## src/hdl/plid_pkg.sv

```systemverilog
// plid_pkg: shared constants and types for the positional list block.
// Command and status codes, field widths, the cell update select.
// No dependencies.
package plid_pkg;

  localparam int DEFAULT_DEPTH = 16;
  localparam int DATA_W        = 32;
  localparam int CMD_W         = 3;
  localparam int POS_W         = 5;
  localparam int CNT_W         = 5;
  localparam int STAT_W        = 2;

  typedef enum logic [CMD_W-1:0] {
    CMD_APPEND = 3'd0,
    CMD_INSERT = 3'd1,
    CMD_DELPOS = 3'd2,
    CMD_DELVAL = 3'd3,
    CMD_READ   = 3'd4
  } cmd_e;

  typedef enum logic [STAT_W-1:0] {
    ST_OK   = 2'd0,
    ST_FULL = 2'd1,
    ST_POS  = 2'd2
  } status_e;

  // what a cell takes on the next edge
  typedef enum logic [1:0] {
    CELL_HOLD = 2'd0,
    CELL_PREV = 2'd1,
    CELL_NEXT = 2'd2,
    CELL_LOAD = 2'd3
  } cell_op_e;

endpackage

```

## src/hdl/plid_cell.sv

```systemverilog
// plid_cell: one storage cell of the list chain.
// Holds one entry, or takes its lower neighbor, upper neighbor or the load bus.
// Depends on plid_pkg.
module plid_cell (
  input  logic                               clk_i,
  input  plid_pkg::cell_op_e                 op_i,
  input  logic signed [plid_pkg::DATA_W-1:0] prev_i,
  input  logic signed [plid_pkg::DATA_W-1:0] next_i,
  input  logic signed [plid_pkg::DATA_W-1:0] load_i,
  output logic signed [plid_pkg::DATA_W-1:0] data_o
);
  import plid_pkg::*;

  logic signed [DATA_W-1:0] data_q, data_d;

  always_comb begin
    unique case (op_i)
      CELL_HOLD: data_d = data_q;
      CELL_PREV: data_d = prev_i;
      CELL_NEXT: data_d = next_i;
      CELL_LOAD: data_d = load_i;
      default:   data_d = data_q;
    endcase
  end

  always_ff @(posedge clk_i) begin
    data_q <= data_d;
  end

  assign data_o = data_q;

endmodule

```

## src/hdl/positional_list_insert_delete.sv

```systemverilog
// positional_list_insert_delete: packed list of signed entries in a chain of cells.
// Command control, fill count and result registers; instantiates plid_cell.
// Depends on plid_pkg.
//
// Append, insert at position, delete at position, bad positions, a full list and
// unused command codes need no rotation: the result strobe done_o rises the
// cycle after start_i is taken, and busy_o stays low, so a command can be given
// every cycle. Delete by value and a good read rotate the cell chain once around
// the list, one entry per cycle, with busy_o high; done_o rises the cycle after
// the last entry is rotated (the cycle after the command when the list is
// empty). Each result is shown for exactly one cycle while done_o is high and
// must be taken then; count_o always shows the current fill count.
module positional_list_insert_delete #(
  parameter int DEPTH = plid_pkg::DEFAULT_DEPTH
) (
  input  logic                               clk_i,
  input  logic                               rst_ni,
  input  logic                               start_i,
  output logic                               busy_o,
  input  logic [plid_pkg::CMD_W-1:0]         command_i,
  input  logic [plid_pkg::POS_W-1:0]         position_i,
  input  logic signed [plid_pkg::DATA_W-1:0] value_i,
  output logic                               done_o,
  output logic signed [plid_pkg::DATA_W-1:0] read_data_o,
  output logic [plid_pkg::CNT_W-1:0]         count_o,
  output logic [plid_pkg::CNT_W-1:0]         removed_o,
  output logic [plid_pkg::STAT_W-1:0]        status_o
);
  import plid_pkg::*;

  localparam int CW = $clog2(DEPTH + 1);
  localparam int WW = ((CW > POS_W) ? CW : POS_W) + 1;
  localparam logic [WW-1:0] DEPTH_W = WW'(DEPTH);

  typedef enum logic [1:0] {
    S_IDLE = 2'b01,
    S_ROT  = 2'b10
  } state_e;

  typedef enum logic [2:0] {
    K_HOLD,
    K_APPEND,
    K_INSERT,
    K_DELPOS,
    K_KEEP,
    K_DROP
  } kind_e;

  state_e                   state_q, state_d;
  logic [CW-1:0]            count_q, count_d;
  logic [CW-1:0]            total_q, total_d;
  logic [CW-1:0]            idx_q, idx_d;
  logic [CW-1:0]            removed_q, removed_d;
  logic [CMD_W-1:0]         cmd_q, cmd_d;
  logic [POS_W-1:0]         pos_q, pos_d;
  logic signed [DATA_W-1:0] value_q, value_d;
  logic signed [DATA_W-1:0] rdata_q, rdata_d;
  status_e                  status_q, status_d;
  logic                     done_q, done_d;
  kind_e                    kind;

  logic signed [DATA_W-1:0] cell_q [DEPTH];
  logic signed [DATA_W-1:0] load;
  logic [WW-1:0]            cnt_w, pos_w, posq_w, idx_w, total_w, rem_w;

  assign cnt_w   = WW'(count_q);
  assign pos_w   = WW'(position_i);
  assign posq_w  = WW'(pos_q);
  assign idx_w   = WW'(idx_q);
  assign total_w = WW'(total_q);
  assign rem_w   = WW'(removed_q);

  assign load = (state_q == S_ROT) ? cell_q[0] : value_i;

  always_comb begin
    state_d   = state_q;
    count_d   = count_q;
    total_d   = total_q;
    idx_d     = idx_q;
    removed_d = removed_q;
    cmd_d     = cmd_q;
    pos_d     = pos_q;
    value_d   = value_q;
    rdata_d   = rdata_q;
    status_d  = status_q;
    done_d    = 1'b0;
    kind      = K_HOLD;
    unique case (state_q)
      S_IDLE: begin
        if (start_i) begin
          cmd_d     = command_i;
          pos_d     = position_i;
          value_d   = value_i;
          rdata_d   = '0;
          removed_d = '0;
          status_d  = ST_OK;
          total_d   = count_q;
          idx_d     = '0;
          unique case (command_i)
            CMD_APPEND: begin
              done_d = 1'b1;
              if (cnt_w >= DEPTH_W) begin
                status_d = ST_FULL;
              end else begin
                kind    = K_APPEND;
                count_d = count_q + CW'(1);
              end
            end
            CMD_INSERT: begin
              done_d = 1'b1;
              if (cnt_w >= DEPTH_W) begin
                status_d = ST_FULL;
              end else if (pos_w == '0 || pos_w > cnt_w + WW'(1)) begin
                status_d = ST_POS;
              end else begin
                kind    = K_INSERT;
                count_d = count_q + CW'(1);
              end
            end
            CMD_DELPOS: begin
              done_d = 1'b1;
              if (pos_w == '0 || pos_w > cnt_w) begin
                status_d = ST_POS;
              end else begin
                kind      = K_DELPOS;
                count_d   = count_q - CW'(1);
                removed_d = CW'(1);
              end
            end
            CMD_DELVAL: begin
              if (count_q == '0) begin
                done_d = 1'b1;
              end else begin
                state_d = S_ROT;
              end
            end
            CMD_READ: begin
              if (pos_w == '0 || pos_w > cnt_w) begin
                status_d = ST_POS;
                done_d   = 1'b1;
              end else begin
                state_d = S_ROT;
              end
            end
            default: done_d = 1'b1;
          endcase
        end
      end
      S_ROT: begin
        if (cmd_q == CMD_DELVAL && cell_q[0] == value_q) begin
          kind      = K_DROP;
          count_d   = count_q - CW'(1);
          removed_d = removed_q + CW'(1);
        end else begin
          kind = K_KEEP;
        end
        if (cmd_q == CMD_READ && idx_w + WW'(1) == posq_w) begin
          rdata_d = cell_q[0];
        end
        idx_d = idx_q + CW'(1);
        if (idx_w + WW'(1) == total_w) begin
          state_d = S_IDLE;
          done_d  = 1'b1;
        end
      end
      default: state_d = S_IDLE;
    endcase
  end

  for (genvar i = 0; i < DEPTH; i++) begin : g_cell
    localparam logic [WW-1:0] II = WW'(i);
    cell_op_e                 op;
    logic signed [DATA_W-1:0] prev, next;

    assign prev = (i == 0) ? cell_q[i] : cell_q[(i == 0) ? 0 : i - 1];
    assign next = (i == DEPTH - 1) ? cell_q[i] : cell_q[(i == DEPTH - 1) ? i : i + 1];

    always_comb begin
      unique case (kind)
        K_HOLD:   op = CELL_HOLD;
        K_APPEND: op = (II == cnt_w) ? CELL_LOAD : CELL_HOLD;
        K_INSERT: begin
          if (II + WW'(1) == pos_w) begin
            op = CELL_LOAD;
          end else if (II >= pos_w) begin
            op = CELL_PREV;
          end else begin
            op = CELL_HOLD;
          end
        end
        K_DELPOS: op = (II + WW'(1) >= pos_w) ? CELL_NEXT : CELL_HOLD;
        K_KEEP: begin
          if (II + WW'(1) == cnt_w) begin
            op = CELL_LOAD;
          end else if (II + WW'(1) < cnt_w) begin
            op = CELL_NEXT;
          end else begin
            op = CELL_HOLD;
          end
        end
        K_DROP:   op = CELL_NEXT;
        default:  op = CELL_HOLD;
      endcase
    end

    plid_cell u_cell (
      .clk_i  (clk_i),
      .op_i   (op),
      .prev_i (prev),
      .next_i (next),
      .load_i (load),
      .data_o (cell_q[i])
    );
  end

  always_ff @(posedge clk_i or negedge rst_ni) begin
    if (!rst_ni) begin
      state_q   <= S_IDLE;
      count_q   <= '0;
      done_q    <= 1'b0;
      idx_q     <= '0;
      total_q   <= '0;
      removed_q <= '0;
      status_q  <= ST_OK;
      cmd_q     <= '0;
    end else begin
      state_q   <= state_d;
      count_q   <= count_d;
      done_q    <= done_d;
      idx_q     <= idx_d;
      total_q   <= total_d;
      removed_q <= removed_d;
      status_q  <= status_d;
      cmd_q     <= cmd_d;
    end
  end

  always_ff @(posedge clk_i) begin
    pos_q   <= pos_d;
    value_q <= value_d;
    rdata_q <= rdata_d;
  end

  assign busy_o      = (state_q == S_ROT);
  assign done_o      = done_q;
  assign read_data_o = rdata_q;
  assign count_o     = cnt_w[CNT_W-1:0];
  assign removed_o   = rem_w[CNT_W-1:0];
  assign status_o    = status_q;

  a_full_at_depth: assert property (@(posedge clk_i) disable iff (!rst_ni)
    (done_q && status_q == ST_FULL) |-> (cnt_w == DEPTH_W))
    else $error("full status with list not at depth");

  a_single_cycle: assert property (@(posedge clk_i) disable iff (!rst_ni)
    (start_i && !busy_o && command_i != CMD_DELVAL && command_i != CMD_READ) |=> done_o)
    else $error("single-cycle command gave no result");

  a_rot_balance: assert property (@(posedge clk_i) disable iff (!rst_ni)
    (state_q == S_ROT) |-> (rem_w + cnt_w == total_w))
    else $error("removed plus count differs from starting count");

  a_busy_no_done: assert property (@(posedge clk_i) disable iff (!rst_ni)
    busy_o |-> !done_o)
    else $error("result strobe while rotating");

  a_count_bound: assert property (@(posedge clk_i) disable iff (!rst_ni)
    cnt_w <= DEPTH_W)
    else $error("fill count above depth");

endmodule
```

## config.mk

```make
export PLATFORM = sky130hd
export DESIGN_NAME = positional_list_insert_delete
export DESIGN_NICKNAME = d
export VERILOG_FILES = /design/src/hdl/plid_pkg.sv /design/src/hdl/plid_cell.sv /design/src/hdl/positional_list_insert_delete.sv
export SDC_FILE = /design/constraint.sdc
export NUM_CORES = 1
export LEC_CHECK = 0
export BUFFER_PORTS_ARGS = -buffer_cell sky130_fd_sc_hd__buf_2
export CAP_MARGIN = 10
export CORE_MARGIN = 2
export CORE_UTILIZATION = 55
export DETAILED_ROUTE_END_ITERATION = 8
export PLACE_DENSITY_LB_ADDON = 0.25
export SETUP_SLACK_MARGIN = 0.5
export SYNTH_ARGS = -nofsm -noshare
export SYNTH_HDL_FRONTEND = slang
export SYNTH_SLANG_ARGS = --single-unit
```

## constraint.sdc

```tcl
create_clock -name clk_i -period 6.9 [get_ports clk_i]
set_clock_uncertainty 0.1 [all_clocks]
set_input_delay 0.69 -clock clk_i [delete_from_list [all_inputs] [get_ports clk_i]]
set_output_delay 0.69 -clock clk_i [all_outputs]
set_load 0.005 [all_outputs]
```

; ---- Word-level counts from Yosys, hierarchy flattened
; Index checks and enable logic that the tools add are counted.
; Widths: inputs -> output; s select.
[word_totals]
inputBits = 43
reg_bits = 609
out_inout_bits = 46
[classes]
n_reduce_logical = 34
eq_ne = 108
add_sub_neg = 6
muxes = 172
n_lt_le_gt_ge = 36
[ops]
columns = op, count
row1 = $pmux 32 s3, 14
row2 = $pmux 32 s2, 3
row3 = $mux 2, 91
row4 = $pmux 2 s5, 16
row5 = $mux 32, 3
row6 = $eq 4x5->1 const A, 16
row7 = $eq 2x2->1 const B, 33
row8 = $mux 5, 9
row9 = $eq 3x5->1 const A, 8
row10 = $ge 4x5->1 const A, 8
row11 = $lt 4x5->1 const A, 8
row12 = $eq 2x1->1 const B, 17
row13 = $eq 32x32->1, 1
row14 = $logic_not 2->1, 16
row15 = $pmux 5 s2, 3
row16 = $mux 1, 25
row17 = $eq 2x5->1 const A, 4
row18 = $ge 3x5->1 const A, 4
row19 = $lt 3x5->1 const A, 4
row20 = $ne 3x3->1 const B, 6
row21 = $add 5x1->5 const B, 3
row22 = $eq 3x2->1 const B, 5
row23 = $pmux 5 s3, 1
row24 = $add 5x1->6 const B, 2
row25 = 34 further kinds, 56

; ---- Logic depth before layout (Yosys ltp)
[depth]
ltp_word = 12
ltp_mapped = 18

; ---- Hierarchy
; A second synthesis with hierarchy kept.
[unflattened]
hier_cells = 2830
hier_area_um2 = 32851.5
[modules_own_cells]
columns = mod, cells_each, n_inst, seq_area_each_um2, area_each_um2
row1 = plid_cell, 140, 16, 960.9, 1672.9
row2 = positional_list_insert_delete, 590, 1, 2773.9, 6085.8

; ---- Worst setup path before layout
; Ideal clock, no wire load.
[synth_timing]
kind = flip-flop to flip-flop
start = reg count_q[0], in the netlist count_o[0]
end = reg g_cell[3].u_cell.data_q[0], enable pin
required_time_ns = 6.334
stages_incl_launch_ff = 15
t_arrival_ns = 5.245
synth_period_minus_slack_ns = 5.810
setup_slack_ns = 1.090
cell_sequence = dfrtp_1 > buf_6 > inv_1 > nor2_1 > nand2_1 > xnor2_1 > ha_1 > and3_1 > and3_1 > a221oi_4 > o2bb2ai_4 > a21oi_2 > buf_2 > a21oi_1 > o21ai_0
[synth_via]
elab_chain_cells = 11
word_cells_on_any_way = 26
classes_between = 1 x add/sub / 4 x order compare / 7 x eq/ne / 11 x mux / 3 x reduce/logical
[synth_rtl]
columns = item, line
row1 = start: declaration, positional_list_insert_delete.sv:50  ; logic [CW-1:0] count_q, count_d;
row2 = start signal: assignment, positional_list_insert_delete.sv:228  ; count_q <= count_d;
row3 = $add 5x1->6, positional_list_insert_delete.sv:113  ; end else if (pos_w == '0 || pos_w > cnt_w + WW'(1)) begin
row4 = $gt 5x6->1, positional_list_insert_delete.sv:113
row5 = $logic_or 1x1->1, positional_list_insert_delete.sv:113
row6 = $mux 2, positional_list_insert_delete.sv:113
row7 = $mux 2, positional_list_insert_delete.sv:111  ; if (cnt_w >= DEPTH_W) begin
row8 = $pmux 2 s3, positional_list_insert_delete.sv:99  ; unique case (command_i)
row9 = $mux 2, positional_list_insert_delete.sv:90  ; if (start_i) begin
row10 = $pmux 3 s2, positional_list_insert_delete.sv:88  ; unique case (state_q)
row11 = "$eq 3x3->1, or another cell as far along", positional_list_insert_delete.sv:179  ; unique case (kind)
row12 = $pmux 2 s5 *, positional_list_insert_delete.sv:179
row13 = $logic_not 2->1 *, plid_cell.sv:17  ; unique case (op_i)
row14 = end signal: assignment, plid_cell.sv:27  ; data_q <= data_d;
row15 = end: declaration, plid_cell.sv:14  ; logic signed [DATA_W-1:0] data_q, data_d;
; Every way passes the cells marked *; elsewhere a longest branch is shown, timed or not.
; A chain may end at the register's enable or synchronous reset.

; ---- Worst setup path after layout
[layout_timing]
start = reg count_q[0], in the netlist count_o[0]
end = reg g_cell[9].u_cell.data_q[7], data pin
[layout_via]
elab_chain_cells = 12
word_cells_on_any_way = 29
classes_between = 1 x add/sub / 4 x order compare / 10 x eq/ne / 12 x mux / 2 x reduce/logical
[layout_rtl]
columns = item, line
row1 = $add 5x1->6, positional_list_insert_delete.sv:113
row2 = $gt 5x6->1, positional_list_insert_delete.sv:113
row3 = $logic_or 1x1->1, positional_list_insert_delete.sv:113
row4 = $mux 2, positional_list_insert_delete.sv:113
row5 = $mux 2, positional_list_insert_delete.sv:111
row6 = $pmux 2 s3, positional_list_insert_delete.sv:99
row7 = $mux 2, positional_list_insert_delete.sv:90
row8 = $pmux 3 s2, positional_list_insert_delete.sv:88
row9 = "$eq 3x3->1, or another cell as far along", positional_list_insert_delete.sv:179
row10 = $pmux 2 s5 *, positional_list_insert_delete.sv:179
row11 = $eq 2x2->1 or $eq 2x1->1 (tied branches), plid_cell.sv:17
row12 = $pmux 32 s3 *, plid_cell.sv:17
row13 = net g_cell[9].u_cell.data_d[7], plid_cell.sv:14
row14 = end signal: assignment, plid_cell.sv:27
row15 = end: declaration, plid_cell.sv:14
; Mark *: on every way through the listed nets, which the timed path passes. The rest lies on a longest branch.

==> results.ini <==
[clocking]
post_cts_buffers = 0
cts-htree-levels = 3
numClockSinks = 609
clkLatencyLatePin_ps = 610
cts_hold_repair.buffers = 0
cts_buffer_count = 67
clock_tree.root_cell = sky130_fd_sc_hd__clkbuf_16
cts.path.max_buffers = 3
cts_tree = built
cts_resized = 0
clock_transition_at_the_registers_of_the_reported_paths_ps = 60

[cells_and_area]
final-instance-count-excl-fill = 3384
commonest_non_fill_non_tap_cell_in_the_layout = sky130_fd_sc_hd__edfxtp_1
flow.area_growth_from_synthesis_pct = 9.296
share_of_final_layout_standard_cells_stronger_than_drive_strength_1 = 0.2609
fin_util = 0.6041
final_net_count = 2627
final_cell_mix = 581 x sky130_fd_sc_hd__edfxtp_1, 357 x sky130_fd_sc_hd__mux2_2, 304 x sky130_fd_sc_hd__a21oi_1

[synthesis]
synthesis.area_per_instance_sq_um = 12.72
syn_area_sq_um = 32440
synth_top_area_frac = 0.5378
synth_seq_cells = 609
ys_seq_area_frac = 0.5595
synth_top_flop_cell = sky130_fd_sc_hd__edfxtp_1
synth_top_cell_by_area = sky130_fd_sc_hd__edfxtp_1
postSynth.asyncResetShare = 0.04598
synthesis.yosys.warnings = 0
synth.top_cells.by_area = sky130_fd_sc_hd__edfxtp_1 54%, sky130_fd_sc_hd__mux2_2 12%, sky130_fd_sc_hd__a21oi_1 4.7%
synth_fp_nets = 2614
number_of_enable_type_register_cells_in_the_synthesized_netlist = 581
syn-instance-count = 2550
yosys.cell_types.count = 86

[setup_path]
cp_data_required_time_ps = 7130
r2r-end = g_cell[9].u_cell.data_o[7]
r2r_cells = 14
critical_path_startpoint = count_o[0]
worst-setup-path-type = reg -> reg
cp_cell_sequence = inv_1 > nor2_1 > nand2_1 > xnor2_1 > ha_1 > and3_1 > and3_1 > a221oi_4 > o2bb2ai_4 > a21oi_1 > a21oi_1 > a21oi_4 > mux2_2 > mux2_1
setup.reg_to_reg.worst_slack_ps = 1010
setup.worst_path.start_class = flop
max_stage_delay_ps = 900
critical_path_cell_count = 14
critical_path.slowest_cell = sky130_fd_sc_hd__a21oi_1
critical_path.endpoint_type = flop
worstPathMaxFanout = 33
timing.critical_path.arrival_ps = 6120
critical-path-top-delay-family = compound AO/OA/AOI/OAI gates
cp-endpoint = g_cell[9].u_cell.data_o[7]
critical_path.reg2reg.startpoint = count_o[0]
cp_num_buf_inv = 1

[timing]
unrepaired_setup_endpoints_after_global_routing = no
worst-slew-pin-transition_ps = 1106
tns_ps = 0
period_minus_slack_ps = 5892
post-route-worst-setup-slack_ps = 1008
rel_slew_slack = 0.2626
final-hold-violation-count = 0
slew_violations = 0
finalSetupViolations = 0
achievable-frequency_mhz = 169.7
fin_crit_sh = 0.8539

[floorplan]
floorplan.core_area_sq_um = 58690
height_of_the_die_um = 246.9
floorplan.die_area_sq_um = 60940
die_w_um = 246.9
ios = 89
floorplan.initialDensity = 0.5528
num_rows = 89

[placed_design]
placed_cells_incl_taps = 3266
port-buffer-count = 88
place.gp.congestion = 0.8893
post-dp-hpwl_um = 60220
dp_slack_ps = 1050

[min_path]
worst_hold_path_type = in -> async

[routing]
antenna_left = 0
remaining_drc_errors = 0
drt-total-wl_um = 84790
post_drt_via_cell_ratio = 6.392
drtIter0Drc = 2467
routed_wire_length_per_instance_um = 25.06
drt_first_pass_iters = 6
via_count = 21629

[global_route]
grt_pass1_vias = 20380
grt_start_max_net_pins = 66
gr-total-overflow = 0
grt_antenna_before_repair = 1
globalRouteTotalUtil = 0.2760
grt_first_pass_wirelength_um = 127700

[run_status]
outcome = completed

[power_and_ir_drop]
static-leakage-power_uw = 0.01211
ir_worst_vdd_mv = 0.3280
pwr_density_cell_nw_per_um2 = 409.2

[flow_run]
cap_viol_max_count = 0

flip-flops by register name, summed over array words and instances, names as in the netlist:
| register | cells |
|---|---|
| g_cell.u_cell.data_o | 512 |
| read_data_o | 32 |
| value_q | 32 |
| count_o | 5 |
| idx_q | 5 |
| pos_q | 5 |
| removed_o | 5 |
| total_q | 5 |
| cmd_q | 3 |
| state_q | 2 |
| status_o | 2 |
| done_o | 1 |
worst register-to-register path, cell delays in order, from the launching register on:
cell and delay (ps):
sky130_fd_sc_hd__dfrtp_1 580, sky130_fd_sc_hd__inv_1 210, sky130_fd_sc_hd__nor2_1 460, sky130_fd_sc_hd__nand2_1 130
sky130_fd_sc_hd__xnor2_1 150, sky130_fd_sc_hd__ha_1 310, sky130_fd_sc_hd__and3_1 180, sky130_fd_sc_hd__and3_1 210
sky130_fd_sc_hd__a221oi_4 360, sky130_fd_sc_hd__o2bb2ai_4 170, sky130_fd_sc_hd__a21oi_1 900, sky130_fd_sc_hd__a21oi_1 260
sky130_fd_sc_hd__a21oi_4 840, sky130_fd_sc_hd__mux2_2 440, sky130_fd_sc_hd__mux2_1 300
cell type report:
cell class                 instances  area, sq um
timing repair buffer             147        890.9
multi-input combinational       1717        13350
tap                              773        967.2
clock inverter                    28        216.5
inverter                          21        78.83
antenna                            1        2.502
clock buffer                      88         1798
sequential                       609        18150
fill                            4609        23230
power breakdown:
part           switching [uW]  total [uW]  internal (uW)
Combinational            3050        4920           1870
Sequential                616        6230           5610
Clock                    1440        3360           1910
Total                    5110       14500           9400
through the flow:
stage,hold slack (ps),total power (uW),area [sq um]
5_1_grt,60.81,15200,35450
2_1_floorplan,294.4,9535,32440
6_report,20.11,14510,35450
4_1_cts,12.40,14480,35440
3_3_place_gp,350.4,10910,33420
3_5_place_dp,356.4,11100,33420
routing by layer:
metal / vias up / track usage / wire length, um / share of wire
li1: 9743 / - / - / -
met1: 10657 / 0.4476 / 40630 / 0.48
met2: 1142 / 0.3889 / 35280 / 0.42
met3: 87 / 0.03983 / 7722 / 0.091
met4: 0 / 0.05865 / 1155 / 0.014
met5: - / 0 / 0 / 0
cells in the mapped netlist (27+ instances only):
cell / n
sky130_fd_sc_hd__a21o_1: 34
sky130_fd_sc_hd__a21oi_1: 305
sky130_fd_sc_hd__and2_1: 38
sky130_fd_sc_hd__buf_2: 78
sky130_fd_sc_hd__clkbuf_1: 86
sky130_fd_sc_hd__dfrtp_1: 27
sky130_fd_sc_hd__edfxtp_1: 581
sky130_fd_sc_hd__mux2_1: 66
sky130_fd_sc_hd__mux2_2: 357
sky130_fd_sc_hd__mux2i_1: 145
sky130_fd_sc_hd__nand2_1: 127
sky130_fd_sc_hd__nor2_1: 173
sky130_fd_sc_hd__o21ai_0: 36
sky130_fd_sc_hd__o21ai_1: 34
sky130_fd_sc_hd__o221a_2: 32
sky130_fd_sc_hd__o22a_1: 65
sky130_fd_sc_hd__o22ai_1: 37
sky130_fd_sc_hd__xnor2_1: 36
worst min path at each step:
stage                 from           to  slack (ps)  cells past startpoint
6_report            rst_ni  status_o[0]          20                      1
4_1_cts             rst_ni  status_o[0]          10                      1
5_1_grt             rst_ni  status_o[0]          60                      1
3_3_place_gp   status_o[0]  status_o[0]         350                      2
2_1_floorplan       rst_ni     cmd_q[0]         290                      0
3_5_place_dp   status_o[0]  status_o[0]         360                      2
cell families after synthesis:
kind of cell | Yosys count | share of synthesized area
AO/OA/AOI/OAI | 623 | 0.1269
flip-flops | 609 | 0.5595
multiplexers | 568 | 0.1916
AND/OR/NAND/NOR | 456 | 0.06600
buffers and inverters | 224 | 0.03471
XOR/XNOR | 49 | 0.01323
adder cells (fa/ha/maj) | 21 | 0.008100
Note: power is estimated with default switching activity, not from simulation.
